===== config.mk =====
export PLATFORM = sky130hd
export DESIGN_NAME = dctf_front
export DESIGN_NICKNAME = d
export VERILOG_FILES = /design/src/dct_ii_via_fft_core_macros.svh /design/src/dctf_pkg.sv /design/src/dctf_front.sv
export SDC_FILE = /design/constraint.sdc
export NUM_CORES = 1
export LEC_CHECK = 0
export BUFFER_PORTS_ARGS = -buffer_cell sky130_fd_sc_hd__buf_2
export CORE_MARGIN = 8
export CORE_UTILIZATION = 35
export DETAILED_ROUTE_END_ITERATION = 12
export PLACE_DENSITY = 0.79
export SYNTH_ARGS = -nofsm -noshare
export SYNTH_HDL_FRONTEND = slang
export SYNTH_SLANG_ARGS = --single-unit

===== constraint.sdc =====
create_clock -name clk -period 1.55 [get_ports clk]
set_clock_uncertainty 0.05 [all_clocks]
set_input_delay 0.155 -clock clk [delete_from_list [all_inputs] [get_ports clk]]
set_output_delay 0.155 -clock clk [all_outputs]
set_load 0.02 [all_outputs]

===== src/dct_ii_via_fft_core_macros.svh =====
// Assertion macros for the DCT core.
`ifndef DCT_II_VIA_FFT_CORE_MACROS_SVH
`define DCT_II_VIA_FFT_CORE_MACROS_SVH
`ifndef ASSERT_OFF
`define DCTF_ASSERT(lbl, ck, rn, prop) \
    lbl: assert property (@(posedge ck) disable iff (!rn) prop) else $error("dctf check failed");
`define DCTF_NEVER(lbl, ck, rn, cond) \
    lbl: assert property (@(posedge ck) disable iff (!rn) !(cond)) else $error("dctf bad state");
`else
`define DCTF_ASSERT(lbl, ck, rn, prop)
`define DCTF_NEVER(lbl, ck, rn, cond)
`endif
`endif


===== src/dctf_pkg.sv =====
package dctf_pkg;

    localparam int unsigned DEF_POINTS = 64;
    localparam int unsigned SAMPLE_W   = 16;
    localparam int unsigned COEF_W     = 24;
    localparam longint unsigned PI_Q30  = 64'd3373259426;
    localparam longint unsigned ONE_Q30 = 64'd1 << 30;
    localparam longint COEF_MAX = 64'sd4194304;

    typedef struct packed {
        logic full;
        logic nonempty;
    } dctf_qstat_t;

    function automatic longint dctf_q15(longint v);
        longint r;
        if (v < 0)
        begin
            v = 0;
        end
        r = (v + 16384) >>> 15;
        return (r > 32767) ? 64'sd32767 : r;
    endfunction

    // restoring shift-subtract quotient, used only while building constant tables
    function automatic longint unsigned dctf_udiv(longint unsigned a, longint unsigned b);
        longint unsigned q, rem;
        q   = '0;
        rem = '0;
        for (int i = 63; i >= 0; i--)
        begin
            rem = {rem[62:0], a[i]};
            if (rem >= b)
            begin
                rem  = rem - b;
                q[i] = 1'b1;
            end
        end
        return q;
    endfunction

    // Q1.15 cosine and sine of pi*j/(2n), packed {cos, sin}
    function automatic logic [31:0] dctf_twiddle(int unsigned j, int unsigned n);
        longint unsigned jj, q, r, x, ts, tc;
        longint ss, cs, bc, bs, c, s;
        logic [31:0] res;
        jj = 64'(j);
        while (jj >= 64'(4 * n))
        begin
            jj = jj - 64'(4 * n);
        end
        q = '0;
        r = jj;
        while (r >= 64'(n))
        begin
            r = r - 64'(n);
            q = q + 64'd1;
        end
        x  = dctf_udiv(r * PI_Q30 + 64'(n), 64'(2 * n));
        ts = x;
        tc = ONE_Q30;
        ss = longint'(x);
        cs = longint'(ONE_Q30);
        for (int k = 1; k <= 7; k++)
        begin
            ts = (ts * x) >> 30;
            ts = dctf_udiv((ts * x) >> 30, 64'((2 * k) * (2 * k + 1)));
            tc = (tc * x) >> 30;
            tc = dctf_udiv((tc * x) >> 30, 64'((2 * k - 1) * (2 * k)));
            if ((k & 1) == 1)
            begin
                ss = ss - longint'(ts);
                cs = cs - longint'(tc);
            end
            else
            begin
                ss = ss + longint'(ts);
                cs = cs + longint'(tc);
            end
        end
        bc = dctf_q15(cs);
        bs = dctf_q15(ss);
        case (q)
            0: begin c = bc;  s = bs;  end
            1: begin c = -bs; s = bc;  end
            2: begin c = -bc; s = -bs; end
            default: begin c = bs; s = -bc; end
        endcase
        res = {c[15:0], s[15:0]};
        return res;
    endfunction

endpackage


===== src/dctf_front.sv =====
module dctf_front #(
    parameter int unsigned POINTS = 64
) (
    input  logic                                   clk,
    input  logic                                   rst_n,
    input  logic                                   accept,
    input  logic signed [dctf_pkg::SAMPLE_W-1:0]   sample,
    output logic                                   wr_en,
    output logic [$clog2(POINTS):0]                wr_addr,
    output logic signed [dctf_pkg::SAMPLE_W-1:0]   wr_data,
    output logic                                   push
);
    import dctf_pkg::*;

    localparam int unsigned AW = $clog2(POINTS);

    logic [AW-1:0] cnt_reg, cnt_next;
    logic          bank_reg, bank_next;
    logic          end_blk;

    assign end_blk = (cnt_reg == AW'(POINTS - 1));
    assign wr_en   = accept;
    assign wr_addr = {bank_reg, cnt_reg};
    assign wr_data = sample;
    assign push    = accept && end_blk;

    always_comb
    begin
        cnt_next  = cnt_reg;
        bank_next = bank_reg;
        if (accept)
        begin
            if (end_blk)
            begin
                cnt_next  = '0;
                bank_next = ~bank_reg;
            end
            else
            begin
                cnt_next = cnt_reg + 1'b1;
            end
        end
    end

    always_ff @(posedge clk or negedge rst_n)
    begin
        if (!rst_n)
        begin
            cnt_reg  <= '0;
            bank_reg <= 1'b0;
        end
        else
        begin
            cnt_reg  <= cnt_next;
            bank_reg <= bank_next;
        end
    end

endmodule


==> Word-level counts from Yosys, hierarchy flattened <==
Index checks and enable logic that the tools add are counted.
{ "totals": {"reg_bits": 7, "word_cells": 8} }
{ "op_classes": {"n_addsub": 1, "eq_ne": 1, "n_mux": 1, "n_bitwise": 1, "n_reduce_logical": 2} }
{ "ops": {"columns": ["cell", "n"], "rows": [
  ["$add 6x1->6 const B", 1],
  ["$eq 6x6->1 const B", 1],
  ["$mux 6", 1],
  ["$reduce_and 2->1", 1],
  ["$logic_and 1x1->1", 1],
  ["$not 1->1", 1]
]} }

==> Logic depth before layout (Yosys ltp) <==
{ "depth": {"word_depth": 2, "ltp_mapped": 4, "ltp_nobuf": 4} }

==> Worst setup path before layout <==
No wires, ideal clock.
{ "synth_path": {"path_kind": "reg2reg", "from": "reg cnt_reg[1]", "to": "reg bank_reg", "arrival_ps": 1137, "path_slack_ps": 232, "stages_incl_launch_ff": 5, "n_path_buf": 0, "cell_sequence": "dfrtp_1 ha_1 nand2_2 nor2_4 xor2_2"} }
{ "synth_between": {"elab_chain_len": 2} }
{ "synth_lines": {"columns": ["item", "line", "rtl"], "rows": [
  ["start, declared", "dctf_front.sv:17", "logic [AW-1:0] cnt_reg, cnt_next;"],
  ["start signal, assigned", "dctf_front.sv:54", "cnt_reg <= cnt_next;"],
  ["$eq 6x6->1", "dctf_front.sv:21", "assign end_blk = (cnt_reg == AW'(POINTS - 1));"],
  ["$reduce_and 2->1 (no line)", null, null],
  ["end signal, assigned", "dctf_front.sv:55", "bank_reg <= bank_next;"],
  ["end, declared", "dctf_front.sv:18", "logic bank_reg, bank_next;"]
]} }
No other way between the ends.
A chain may end at the register's enable or synchronous reset.

==> Worst setup path in the final report <==
{ "layout_path": {"from": "reg cnt_reg[1]", "to": "out push"} }
{ "layout_between": {"elab_chain_len": 2} }
{ "layout_lines": {"columns": ["item", "line", "rtl"], "rows": [
  ["$eq 6x6->1", "dctf_front.sv:21", null],
  ["$logic_and 1x1->1", "dctf_front.sv:25", "assign push = accept && end_blk;"],
  ["end, declared", "dctf_front.sv:11", "output logic push"]
]} }
No other way between the ends.

==> results.md <==
* Height of the chip at around 53 µm
* Largest family of logic cells by synthesized area: buffers and inverters
* Setup_tns at 0 ns
* Outcome: finished, final reports clean
* Worst-path clk slew at 0.06 ns
* Critical setup path kind: reg -> out
* Fillers at 142
* Max-Cap Viols at 0
* Xor and xnor area share after synthesis at 0.0904
* Per-cell routed wire length at ~15 µm
* Clock tree buffer depth at 2
* WL final at a little over 900 µm
* Crit path depth at 4
* Core occupancy in the finished layout at 0.363
* CP Cell Sequence: ha_4, nand2_2, nor2_4, buf_2
* Compound-gate portion of the synthesized area at 0.0638
* Slew Viols, Final at 0
* Final setup violation count at 0
* DR vias/cell at 4.85
* Met1 wire length at around 350 µm
* Met2 WL at approximately 410 µm
* Layout cells sized above 1 at 0.467
* Core area at 1280 µm²
* Highest Signal Layer: met4
* Initial antenna violation count at 0
* Final cell count without fillers at 60
* Mapped Area at 470 µm²
* RR Startpoint: cnt_reg[2]
* WP data required at ~1.3 ns
* CP Capture Type: output port
* I/O Pins at 44
* Number of global-route vias before repair at around 310
* Max_slew headroom at 0.849
* Leak Pwr at roughly 0.21 nW
* Count of cell types in the netlist at 19
* Peak supply drop at between 0.6 and 0.7 mV
* Simple-gate portion of the synthesized area at 0.120
* Post-synthesis register bit count at 7
* Slowest cell on the critical path: dfrtp_2
* Vias after detailed routing at 291
* Site Rows at 13
* FF-to-FF path depth at 3
* Die extent in x at ~53 µm
* FMAX at approximately 0.69 GHz
* Reg-to-reg setup timing slack at 0.41 ns
* Global Route Usage Sum at 0.0724
* Maximum number of pins on one net before global-route repair at 9
* Critical path fanouts, max at 6
* WP data arrival at approximately 1.2 ns
* Pwr/cell area at 1880 nW/µm²
* Dpl hpwl at approximately 680 µm
* CTS root buffer: clkbuf_4
* Routed Antenna Nets at 0
* Worst r2r dst: cnt_reg[0]
* Gate Count Post-Synth at 46
* Yosys warning count at 0
* Layout area overhead at -0.798%
* Number of diodes at 0
* RSZ-0062 raised after global routing: false
* Top cells by area, synth: dfrtp_1, buf_4, nand4_1
* Hold worst-path end: cnt_reg[0]
* Sink Count at 7
* Max reg flops at 6
* Final hold violation count at 0
* Initial Utilization at 0.366
* CTS tree: done
* First-pass iteration count of the detailed router at 4
* H-tree levels at 1
* Kind of cell adding the most delay to the critical path: flip-flops
* Placed Cells incl. Taps at 54
* Adder-Cell Fraction of Synth Area at 0.0266
* CTS buffer count at 3
* Buffers on Ports at 11
* Syn_nets at 66
* # nets final at 66
* Grt total ovfl at 0
* Yosys top cell by area: dfrtp_1
* Total Die Area at 2770 µm²
* Initial DRC count at 8
* Buffers plus inverters on the worst setup path at 1
* DRC at 0
* Mux share of post-synthesis cell area at 0.0239
* Total power at 875 µW
* Sequential fraction of the synthesis area at 0.372
* Top cell type's share of synthesized area at 0.372
* Slew @ Worst Pin at 0.226 ns
* Metal3 WL at about 140 µm
* GP Congestion at 0.767
* Worst-Skew Late Latency at between 0.2 and 0.3 ns
* Worst setup SP type: flip-flop
* Hold Path Class: in -> reg
* Crit path time final at 1.45 ns
* WHS Path Cells at 2
* Worst hold start: accept
* Final Cycle Share at 0.935
* Hold Slack at ~0.18 ns
* Syn_area_per_cell at around 10 µm²
* Global-route wire length before repair at between 1000 and 1500 µm
* Critical Path Max Stage Delay at 0.41 ns
synthesized netlist by cell type:
cell	number
mux2_1	1
nand2_2	1
ha_1	1
nand4_2	1
o211ai_1	1
xor2_2	1
nor2_4	1
o21ai_0	1
inv_1	2
dfrtp_1	7
o31ai_1	1
buf_4	18
a21oi_1	1
nand2_1	1
xnor2_1	2
xor2_1	1
nand4_1	3
o21ai_1	1
nor2_1	1
how the worst max path moves through the flow:
| stage | startpoint | endpoint | slack (ns) |
|---|---|---|---|
| after floorplan | cnt_reg[1] | bank_reg | 0.23 |
| after global placement | cnt_reg[0] | push | 0.29 |
| after detailed placement | cnt_reg[0] | push | 0.24 |
| after CTS | cnt_reg[1] | push | 0.0003 |
| after global routing | cnt_reg[1] | push | 0.04 |
| final | cnt_reg[1] | push | 0.10 |
kinds of logic (layout without fill, tap and decap cells):
| family | after synthesis | count (layout) |
|---|---|---|
| buffers and inverters | 20 | 19 |
| AND/OR/NAND/NOR | 8 | 8 |
| flip-flops | 7 | 7 |
| AO/OA/AOI/OAI | 5 | 5 |
| XOR/XNOR | 4 | 4 |
| adder cells (fa/ha/maj) | 1 | 1 |
| multiplexers | 1 | 1 |
layout by cell type, fill, tap and decap left out, types with 2 or more instances in the layout:
master,count
dfrtp_1,6
xnor2_1,2
buf_2,11
clkbuf_4,3
nand4_1,3
inv_1,2
where the power goes:
group / internal [mW] / switching (mW) / leakage [nW] / total [mW]
logic: 0.137 / 0.199 / 0.113 / 0.336
registers: 0.256 / 0.110 / 0.0857 / 0.366
clock network: 0.0987 / 0.0748 / 0.0150 / 0.173
total: 0.492 / 0.383 / 0.213 / 0.875
per-stage QoR:
| stage | cell area, µm² | worst slack, ns |
|---|---|---|
| after global routing | 467 | 0.0377 |
| final | 467 | 0.101 |
| after floorplan | 470 | 0.232 |
| after detailed placement | 409 | 0.237 |
| after CTS | 455 | 0.000330 |
| after global placement | 409 | 0.288 |
area by class of cell:
type,instances,area (µm²),share of cell area
repair buffers,13,72.6,0.155
multi-input cells,19,165,0.354
flip-flops and latches,7,176,0.378
inverters,2,7.51,0.0161
well taps,15,18.8,0.0402
clock buffers,4,26.3,0.0563
routing by layer:
metal  global-route usage  up-vias
met2                0.105       15
met5                    0        -
li1                     -      133
met1               0.0633      139
met4               0.0690        0
met3               0.0540        4
what timing repair did:
| action | CTS | global route |
|---|---|---|
| hold endpoints to repair | 7 | 0 |
| hold buffers | 1 | 0 |
| pin swaps | 0 | 0 |
| setup buffers | 1 | 0 |
| endpoints found under the setup margin | 1 | 1 |
| resized for setup | 1 | 2 |
(Power assumes the default switching activity.)
