File: src/dct_ii_via_fft_core_macros.svh
// Assertion macros for the DCT core.
`ifndef DCT_II_VIA_FFT_CORE_MACROS_SVH
`define DCT_II_VIA_FFT_CORE_MACROS_SVH
`ifndef ASSERT_OFF
`define DCTF_ASSERT(lbl, ck, rn, prop) \
    lbl: assert property (@(posedge ck) disable iff (!rn) prop) else $error("dctf check failed");
`define DCTF_NEVER(lbl, ck, rn, cond) \
    lbl: assert property (@(posedge ck) disable iff (!rn) !(cond)) else $error("dctf bad state");
`else
`define DCTF_ASSERT(lbl, ck, rn, prop)
`define DCTF_NEVER(lbl, ck, rn, cond)
`endif
`endif

File: src/dctf_pkg.sv
package dctf_pkg;

    localparam int unsigned DEF_POINTS = 64;
    localparam int unsigned SAMPLE_W   = 16;
    localparam int unsigned COEF_W     = 24;
    localparam longint unsigned PI_Q30  = 64'd3373259426;
    localparam longint unsigned ONE_Q30 = 64'd1 << 30;
    localparam longint COEF_MAX = 64'sd4194304;

    typedef struct packed {
        logic full;
        logic nonempty;
    } dctf_qstat_t;

    function automatic longint dctf_q15(longint v);
        longint r;
        if (v < 0)
        begin
            v = 0;
        end
        r = (v + 16384) >>> 15;
        return (r > 32767) ? 64'sd32767 : r;
    endfunction

    // restoring shift-subtract quotient, used only while building constant tables
    function automatic longint unsigned dctf_udiv(longint unsigned a, longint unsigned b);
        longint unsigned q, rem;
        q   = '0;
        rem = '0;
        for (int i = 63; i >= 0; i--)
        begin
            rem = {rem[62:0], a[i]};
            if (rem >= b)
            begin
                rem  = rem - b;
                q[i] = 1'b1;
            end
        end
        return q;
    endfunction

    // Q1.15 cosine and sine of pi*j/(2n), packed {cos, sin}
    function automatic logic [31:0] dctf_twiddle(int unsigned j, int unsigned n);
        longint unsigned jj, q, r, x, ts, tc;
        longint ss, cs, bc, bs, c, s;
        logic [31:0] res;
        jj = 64'(j);
        while (jj >= 64'(4 * n))
        begin
            jj = jj - 64'(4 * n);
        end
        q = '0;
        r = jj;
        while (r >= 64'(n))
        begin
            r = r - 64'(n);
            q = q + 64'd1;
        end
        x  = dctf_udiv(r * PI_Q30 + 64'(n), 64'(2 * n));
        ts = x;
        tc = ONE_Q30;
        ss = longint'(x);
        cs = longint'(ONE_Q30);
        for (int k = 1; k <= 7; k++)
        begin
            ts = (ts * x) >> 30;
            ts = dctf_udiv((ts * x) >> 30, 64'((2 * k) * (2 * k + 1)));
            tc = (tc * x) >> 30;
            tc = dctf_udiv((tc * x) >> 30, 64'((2 * k - 1) * (2 * k)));
            if ((k & 1) == 1)
            begin
                ss = ss - longint'(ts);
                cs = cs - longint'(tc);
            end
            else
            begin
                ss = ss + longint'(ts);
                cs = cs + longint'(tc);
            end
        end
        bc = dctf_q15(cs);
        bs = dctf_q15(ss);
        case (q)
            0: begin c = bc;  s = bs;  end
            1: begin c = -bs; s = bc;  end
            2: begin c = -bc; s = -bs; end
            default: begin c = bs; s = -bc; end
        endcase
        res = {c[15:0], s[15:0]};
        return res;
    endfunction

endpackage

File: src/dctf_queue.sv
module dctf_queue (
    input  logic                  clk,
    input  logic                  rst_n,
    input  logic                  push,
    input  logic                  pop,
    output dctf_pkg::dctf_qstat_t qstat
);
    import dctf_pkg::*;

    // counts full sample banks, two at most
    logic [1:0] cnt_reg, cnt_next;

    always_comb
    begin
        cnt_next = cnt_reg;
        if (push && !pop)
        begin
            cnt_next = cnt_reg + 2'd1;
        end
        else if (pop && !push)
        begin
            cnt_next = cnt_reg - 2'd1;
        end
    end

    assign qstat.full     = (cnt_reg == 2'd2);
    assign qstat.nonempty = (cnt_reg != 2'd0);

    always_ff @(posedge clk or negedge rst_n)
    begin
        if (!rst_n)
        begin
            cnt_reg <= '0;
        end
        else
        begin
            cnt_reg <= cnt_next;
        end
    end

endmodule

File: config.mk
export PLATFORM = sky130hd
export DESIGN_NAME = dctf_queue
export DESIGN_NICKNAME = d
export VERILOG_FILES = /design/src/dct_ii_via_fft_core_macros.svh /design/src/dctf_pkg.sv /design/src/dctf_queue.sv
export SDC_FILE = /design/constraint.sdc
export NUM_CORES = 1
export LEC_CHECK = 0
export ABC_CLOCK_PERIOD_IN_PS = 2100
export BUFFER_PORTS_ARGS = -buffer_cell sky130_fd_sc_hd__buf_2
export CELL_PAD_IN_SITES_DETAIL_PLACEMENT = 1
export CELL_PAD_IN_SITES_GLOBAL_PLACEMENT = 1
export CORE_AREA = 3 3 40 42
export CTS_CLUSTER_SIZE = 30
export DETAILED_ROUTE_END_ITERATION = 7
export DIE_AREA = 0 0 43 45
export PLACE_DENSITY = 0.3
export REMOVE_ABC_BUFFERS = 1
export SLEW_MARGIN = 20
export SYNTH_ARGS = -nofsm -noshare
export SYNTH_HDL_FRONTEND = slang
export SYNTH_SLANG_ARGS = --single-unit
File: constraint.sdc
create_clock -name clk -period 2.1 [get_ports clk]
set_clock_uncertainty 0.1 [all_clocks]
set_input_delay 0.315 -clock clk [delete_from_list [all_inputs] [get_ports clk]]
set_output_delay 0.315 -clock clk [all_outputs]
set_load 0.1 [all_outputs]
# --- Word-level counts from Yosys, hierarchy flattened ---
# Cells that the tools add are included.
# W data, S select, Z words.
op_classes:
  addsub: 2
  eq_ne: 1
  muxes: 2
  n_reduce_logical: 6
ops:
  columns: ["operator", "n"]
  rows:
  - ["$mux W2", 2]
  - ["$reduce_bool A2 Y1", 2]
  - ["$add A2 B1 Y2 const B", 1]
  - ["$eq A2 B2 Y1 const B", 1]
  - ["$logic_and A1 B1 Y1", 2]
  - ["$logic_not A1 Y1", 2]
  - ["$sub A2 B1 Y2 const B", 1]
word_totals:
  register_bits: 2
  in_bits: 4
  out_inout_bits: 2
  elab_cells: 12

# --- Longest topological paths before layout ---
# Gate-level depths: netlist (run 1).
logic_depth:
  depth_word: 4
  ltp_mapped: 5
  ltp_nobuf: 5

# --- Least setup slack after synthesis (run 1) ---
# Ideal clock, no wire load.
synth_path:
  kind: "reg2out"
  startpoint: "register cnt_reg[0]"
  endpoint: "output port qstat[0] (netlist name)"
  arrival_time_ns: 1.091
  required_time_ns: 1.685
  slack_ns: 0.594
  stages_incl_launch_ff: 2
  path_buffers: 0
  cell_sequence: "dfrtp_1 -> or2_1"
synth_rtl:
  columns: ["item", "line_no", "rtl"]
  rows:
  - ["start, declared", "dctf_queue.sv:11", "logic [1:0] cnt_reg, cnt_next;"]
  - ["start signal, assigned", "dctf_queue.sv:37", "cnt_reg <= cnt_next;"]
  - ["end, declared", "dctf_queue.sv:6", "output dctf_pkg::dctf_qstat_t qstat"]

==> results of run 1 <==
[metal layers]
layer | up-vias | track usage [%]
met5 | - | 0
met4 | 0 | 7.229
met3 | 0 | 2.390
met2 | 5 | 2.994
met1 | 35 | 3.597
li1 | 48 | -
[final cells by class]
class                           count  area share (%)
Sequential cell                     2           26.67
Tap cell                           15           10.00
Timing Repair Buffer                6           18.67
Multi-Input combinational cell      7           30.67
Clock buffer                        3           12.00
Inverter                            1           2.000
[layout by cell type (no fill, tap or decap), drive strengths merged]
cell type	n
and2b	1
xor2	2
dfrtp	2
ha	1
buf	5
inv	1
xnor2	1
nor2	1
clkbuf	3
or2	1
dlygate4sd3	1
[through the flow]
stage	instances	worst slack (ps)	hold WS, ps	area (µm²)	util (%)
floorplan	10	593.8	-80.59	111.4	-
global placement	30	652.6	0.6744	155.1	12.07
detailed placement	30	637.1	2.740	155.1	12.07
CTS	34	396.8	303.7	187.7	14.61
global route	34	367.8	302.1	187.7	14.61
finish	34	409.7	307.0	187.7	14.61
[kinds of logic after synthesis]
family / share of synthesized area [%]
xor+xnor: 23.60
fa+ha+maj: 11.23
flops: 44.95
simple gates: 16.86
buf+inv: 3.368
[final timing paths]
path | start | to | slack (ps) | cells past startpoint
setup / recovery | cnt_reg[0] | qstat[1] | 410 | 2
hold reg to reg | cnt_reg[1] | cnt_reg[1] | 370 | 1
hold / removal | rst_n | cnt_reg[1] | 310 | 2
min in group clk | push | cnt_reg[0] | 360 | 3
setup reg to reg | cnt_reg[0] | cnt_reg[1] | 1080 | 3
max in group asynchronous | rst_n | cnt_reg[0] | 1500 | 2
[what timing repair did]
item                                    4_1_cts  5_1_grt
hold buffers                                  1        0
hold endpoints to repair                      2        0
endpoints found under the setup margin        0        0
buffers inserted                              0        0
[worst reg2reg max path: stages (launching register included)]
cell,delay [ps]
dfrtp_1,420
xor2_1,180
nor2_1,110
xor2_1,140
==> flow_summary.toml, run 1 <==
[worst_setup_path]
worstPathCellList = "and2b_2 > buf_2"
crit_buf_inv = 1
worst-setup-path-type = "register to primary output"
slowest_stage = "dfrtp_1"
cp.required_ps = 1680
end_kind = "primary output"
cp_max_fo = 4
max_stage_delay_ps = 420
critical_path.top_delay_family = "flip-flops"
crit_path_start_kind = "register"
arrival_ps = 1280

[finish]
drive_above_1_share_pct = 47.37
largest_reg_flops = 2
antenna-diode-count = 0
regArea_um2 = 50.05
multi_input_area_um2 = 57.56
filler_cell_count = 154
syn2layout_area_growth_pct = 68.54
nets = 26

[cts]
cts.sinks = 2
cts-root-buf = "clkbuf_4"
numCtsBuffers = 3
clock_latency_ps = 220
clock_path_buffers = 2
clk_pin_slew_worst_paths_ps = 30
cts_tree = "yes"
h-tree-depth = 1
ctsResizeCount = 0

[yosys]
synthesis.area_um2 = 111.4
synthCells = 10
synth.distinct_cells = 8
synthArstFlopShare_pct = 100.0
yosys-top-cells-count = "dfrtp_1 (2), xor2_1 (2)"
synth_top_area_share_pct = 44.94
yosysSeqAreaShare_pct = 44.94
ys_ff_latch = 2
yosysTopAreaCell = "dfrtp_1"
ys.flop_type = "dfrtp_1"
synth-edff-count = 0
syn_area_per_cell_um2 = 11.14
yosysWarningCount = 0
synthTopCellsByArea = "dfrtp_1 (45%), xor2_1 (16%), ha_1 (11%)"

[floorplan]
core_area_um2 = 1285
die_y_um = 45
die_x_um = 43
dieArea_um2 = 1935
io_pins = 6
start_util_pct = 8.666
row_count = 13

[sta]
tightestPinTransition_ps = 485.8
fmax_ghz = 0.5916
setup_violations = 0
fin_crit_sh_pct = 80.49
rsz0062_at_grt = "no"
period_needed_ps = 1690
fin_tns_setup_ps = 0
maxSlewHeadroom_pct = 67.84
hold_violations = 0
slew_violations = 0

[global_routing]
grt_max_degree = 5
grt_first_pass_wirelength_um = 400
antenna_found_initial = 0
first_global_vias = 107
grt_usage_pct = 3.574
grt_overflow = 0

[route]
met2_wirelength_um = 96
vias = 88
first_pass_iters = 1
routedWlPerCell_um = 7.088
dr_wl_met3_um = 30
drt_wl_total_um = 241
drt-met1-wl_um = 114
routed.top_layer = "met3"
drt_first_iter_violations = 0
ant_nets = 0
viasPerCell = 2.588
drc = 0

[place]
globalplace.congestion = 0.5609
io_buffers = 5

[job]
maxCapViolations = 0

[outcome]
status = "finished, final reports clean"

[hold_path]
holdCritPathClass = "input port to asynchronous set/reset pin"
Power of run 1 is left out: the tool's default activity adds up to more than one toggle a clock period on the data nets, which glitch-free logic cannot reach.
==> run 2: changes to the inputs <==
--- a/config.mk
+++ b/config.mk
@@ -5,7 +5,7 @@
 export SDC_FILE = /design/constraint.sdc
 export NUM_CORES = 1
 export LEC_CHECK = 0
-export ABC_CLOCK_PERIOD_IN_PS = 2100
+export ABC_CLOCK_PERIOD_IN_PS = 1400
 export BUFFER_PORTS_ARGS = -buffer_cell sky130_fd_sc_hd__buf_2
 export CELL_PAD_IN_SITES_DETAIL_PLACEMENT = 1
 export CELL_PAD_IN_SITES_GLOBAL_PLACEMENT = 1
==> constraint.sdc (replaced) <==
create_clock -name clk -period 1.4 [get_ports clk]
set_clock_uncertainty 0.1 [all_clocks]
set_input_delay 0.21 -clock clk [delete_from_list [all_inputs] [get_ports clk]]
set_output_delay 0.21 -clock clk [all_outputs]
set_load 0.1 [all_outputs]
==> run 2 against run 1 <==
Against the previous run: non-clock buffer count grew 1; die area is the same; cell count grew 2.9%; critical path depth is the same; via count grew 14%; routed wire length shrank 1.2%; flip-flop and latch count is the same; first-iteration DRC count is the same; sequential share of layout area shrank 4.4 points; clock-buffer cell count is the same; final area grew 20%.
==> flow_summary.toml, run 2 (synthesis results as in run 1) <==
[outcome]
status = "finished, final reports clean"

[sta]
rsz0062_at_grt = "no"
period_needed_ps = 1368
fin_crit_sh_pct = 97.73
fmax_ghz = 0.7309
slew_violations = 0
hold_violations = 0
setup_violations = 0
tightestPinTransition_ps = 138.2
maxSlewHeadroom_pct = 90.75

[finish]
layout_common_cells = "clkbuf_4 (3), buf_2 (3), xor2_1 (2), dfrtp_1 (2), buf_12 (2)"
syn2layout_area_growth_pct = 102.2
largest_reg_flops = 2
fin_cells = 35
antenna-diode-count = 0
nets = 27
drive_above_1_share_pct = 50.00
filler_cell_count = 148
multi_input_area_um2 = 57.56
regArea_um2 = 50.05

[global_routing]
grt_usage_pct = 3.161
grt_max_degree = 5
grt_first_pass_wirelength_um = 386
antenna_found_initial = 0
grt_overflow = 0
first_global_vias = 103

[route]
drt_first_iter_violations = 0
viasPerCell = 2.857
vias = 100
routedWlPerCell_um = 6.800
first_pass_iters = 1
ant_nets = 0
drc = 0
drt_wl_total_um = 238

[worst_setup_path]
cp_max_fo = 3
r2r_slack_ps = 290
arrival_ps = 1060
end_kind = "primary output"
crit_path_start_kind = "register"
worst-setup-path-type = "register to primary output"
cp.required_ps = 1090

[floorplan]
die_y_um = 45
row_count = 13
die_x_um = 43
core_area_um2 = 1285
io_pins = 6
dieArea_um2 = 1935
start_util_pct = 8.666

[cts]
cts.sinks = 2
clock_latency_ps = 220
cts_tree = "yes"
cts-root-buf = "clkbuf_4"
clk_pin_slew_worst_paths_ps = 30
h-tree-depth = 1
numCtsBuffers = 3
clock_path_buffers = 2

[place]
globalplace.congestion = 0.5614
placedCellCount = 30
io_buffers = 5

[job]
maxCapViolations = 0

[hold_path]
holdCritPathClass = "input port to asynchronous set/reset pin"
==> run 2: cell count changes in the layout (fill, tap and decap cells not counted) <==
cell,delta
buf_12,+2
buf_2,-2
buf_4,+1
==> run 2: path summary, 6_finish.rpt <==
kind                                 start          to  depth (start not counted)
worst max-delay path            cnt_reg[1]    qstat[0]                          2
worst min-delay path                 rst_n  cnt_reg[1]                          2
min in group clk                      push  cnt_reg[0]                          3
worst min register to register  cnt_reg[1]  cnt_reg[1]                          1
max in group asynchronous            rst_n  cnt_reg[0]                          2
worst max register to register  cnt_reg[0]  cnt_reg[1]                          4
==> run 2: cell type report <==
type                       count  share of cell area (%)
clock buffer                   3                   10.00
timing repair buffer           7                   32.22
tap                           15                   8.333
inverter                       1                   1.667
sequential                     2                   22.22
multi-input combinational      7                   25.56
==> run 2: stage by stage <==
step | hold slack (ps) | setup WS [ps] | instance area, µm² | utilization, % | setup TNS, ps
floorplan | -185.6 | -1.175 | 111.4 | - | -1.175
global placement | -104.1 | 160.9 | 170.2 | 13.24 | 0
detailed placement | -102.7 | 148.1 | 170.2 | 13.24 | 0
CTS | 201.2 | 5.912 | 217.7 | 16.94 | 0
global route | 204.5 | 2.372 | 225.2 | 17.53 | 0
finish | 199.8 | 31.82 | 225.2 | 17.53 | 0
==> run 2: what timing repair did <==
| action | in CTS | in global routing |
|---|---|---|
| endpoints found under the setup margin | 1 | 2 |
| endpoints found under the hold margin | 2 | 0 |
| hold buffers | 1 | 0 |
| resized for setup | 4 | 0 |
| buffers inserted | 0 | 1 |
| pin swaps | 1 | 0 |
==> run 2: per-layer routing <==
layer	global-route usage [%]	vias to the layer above	share of wire (%)
met5	0	-	0
met1	2.885	43	42
met3	3.984	0	16
met4	3.614	0	0
li1	-	50	-
met2	2.994	7	41
==> run 2: worst max-delay path, cell delays in order (launching register included) <==
cell and delay (ps):
dfrtp_1 380, or2_1 270, buf_12 180
Power of run 2 is left out for the same reason.
==> run 3: changes to the inputs <==
--- a/config.mk
+++ b/config.mk
@@ -14,6 +14,7 @@
 export DETAILED_ROUTE_END_ITERATION = 7
 export DIE_AREA = 0 0 43 45
 export PLACE_DENSITY = 0.3
+export RECOVER_POWER = 50
 export REMOVE_ABC_BUFFERS = 1
 export SLEW_MARGIN = 20
 export SYNTH_ARGS = -nofsm -noshare
==> run 3 against run 2 <==
Against the previous run: highest routed layer unchanged; sequential share of layout area up 0.12 points; flip-flop and latch count is the same; register-to-register slack barely moved; cell count unchanged; global-route usage is the same; first-iteration DRC count unchanged; via count stayed put; maximum frequency barely moved; critical path depth stayed put.
==> flow_summary.toml, run 3 (synthesis results as in run 1) <==
[route]
drt_first_iter_violations = 0
viasPerCell = 2.857
routedWlPerCell_um = 6.743
vias = 100
drc = 0
drt_wl_total_um = 236
first_pass_iters = 1
ant_nets = 0

[worst_setup_path]
startpoint = "cnt_reg[1]"
worst-setup-path-type = "register to primary output"
cp_max_fo = 3
crit_buf_inv = 1
critPathCapture = "qstat[0]"
reg2regPathDepth = 4
r2r_start = "cnt_reg[0]"
end_kind = "primary output"
crit_path_start_kind = "register"
r2r_end = "cnt_reg[1]"
r2r_slack_ps = 290
path_depth = 2
worstPathCellList = "or2_1 > buf_12"
max_stage_delay_ps = 390
cp.required_ps = 1090
slowest_stage = "dfrtp_1"
arrival_ps = 1060
critical_path.top_delay_family = "flip-flops"

[finish]
drive_above_1_share_pct = 45.00
largest_reg_flops = 2
fin_cells = 35
antenna-diode-count = 0
layout_commonest_cell = "clkbuf_4"
nets = 27
layout_common_cells = "clkbuf_4 (3), xor2_1 (2), dfrtp_1 (2), buf_2 (2), buf_12 (2)"
syn2layout_area_growth_pct = 101.1

[sta]
fin_crit_sh_pct = 97.74
fmax_ghz = 0.7308
period_needed_ps = 1368
rsz0062_at_grt = "no"
setup_violations = 0
slew_violations = 0
worst_hold_slack_ps = 200.6
maxSlewHeadroom_pct = 90.75
hold_violations = 0
tightestPinTransition_ps = 138.2

[cts]
clk_pin_slew_worst_paths_ps = 30
cts-root-buf = "clkbuf_4"
clock_path_buffers = 2
h-tree-depth = 1
numCtsBuffers = 3
clock_latency_ps = 220
cts.sinks = 2
cts_tree = "yes"

[floorplan]
die_x_um = 43
io_pins = 6
die_y_um = 45
start_util_pct = 8.666
dieArea_um2 = 1935
row_count = 13
core_area_um2 = 1285

[global_routing]
grt_first_pass_wirelength_um = 386
antenna_found_initial = 0
first_global_vias = 103
grt_max_degree = 5
grt_overflow = 0
grt_usage_pct = 3.161

[outcome]
status = "finished, final reports clean"

[place]
placedCellCount = 30
globalplace.congestion = 0.5614
io_buffers = 5

[job]
maxCapViolations = 0

[hold_path]
holdCritPathClass = "input port to asynchronous set/reset pin"
==> run 3: changes by cell type in the layout (fill, tap and decap cells not counted), sizes merged <==
| cell | previous run | this run |
|---|---|---|
| clkbuf | 3 | 4 |
| buf | 6 | 5 |
==> run 3: area by class of cell <==
cell class,instances,area (µm²)
clock buffer,3,22.52
fill,149,1061
inverter,1,3.754
multi-input combinational,7,57.56
sequential,2,50.05
tap,15,18.77
timing repair buffer,7,71.32
==> run 3: routing by layer <==
metal  part of all wire, %  wire [µm]  global-route usage, %
met3                    17         39                  3.984
met4                     0          0                  3.614
met1                    42        100                  2.885
met5                     0          0                      0
met2                    41         97                  2.994
==> run 3: through the flow <==
step | TNS [ps] | setup WS (ps) | util (%) | area, µm²
floorplan | -1.175 | -1.175 | - | 111.4
global placement | 0 | 160.9 | 13.24 | 170.2
detailed placement | 0 | 148.1 | 13.24 | 170.2
CTS | 0 | 5.912 | 16.94 | 217.7
global route | 0 | 2.372 | 17.43 | 224.0
finish | 0 | 31.61 | 17.43 | 224.0
==> run 3: timing repair <==
| action | in CTS | in global routing |
|---|---|---|
| pin swaps | 1 | 0 |
| endpoints found under the hold margin | 2 | 0 |
| buffers inserted | 0 | 1 |
| hold buffers | 1 | 0 |
| gates resized for setup | 4 | 0 |
| endpoints found under the setup margin | 1 | 2 |
==> run 3: worst min path at each step <==
stage	cells after the start	from	slack (ps)	endpoint
after CTS	2	rst_n	200	cnt_reg[1]
after global routing	2	rst_n	220	cnt_reg[1]
after floorplan	0	rst_n	-190	cnt_reg[0]
after detailed placement	1	rst_n	-100	cnt_reg[1]
after global placement	1	rst_n	-100	cnt_reg[1]
final	2	rst_n	200	cnt_reg[1]
==> run 3: worst reg2reg max path, delay by kind of cell (launching register included) <==
family	cells	cell delay, ps
buffers and inverters	1	150
and+or+nand+nor	1	130
xor gates and xnor gates	2	300
DFF	1	370
Power of run 3 is left out for the same reason.
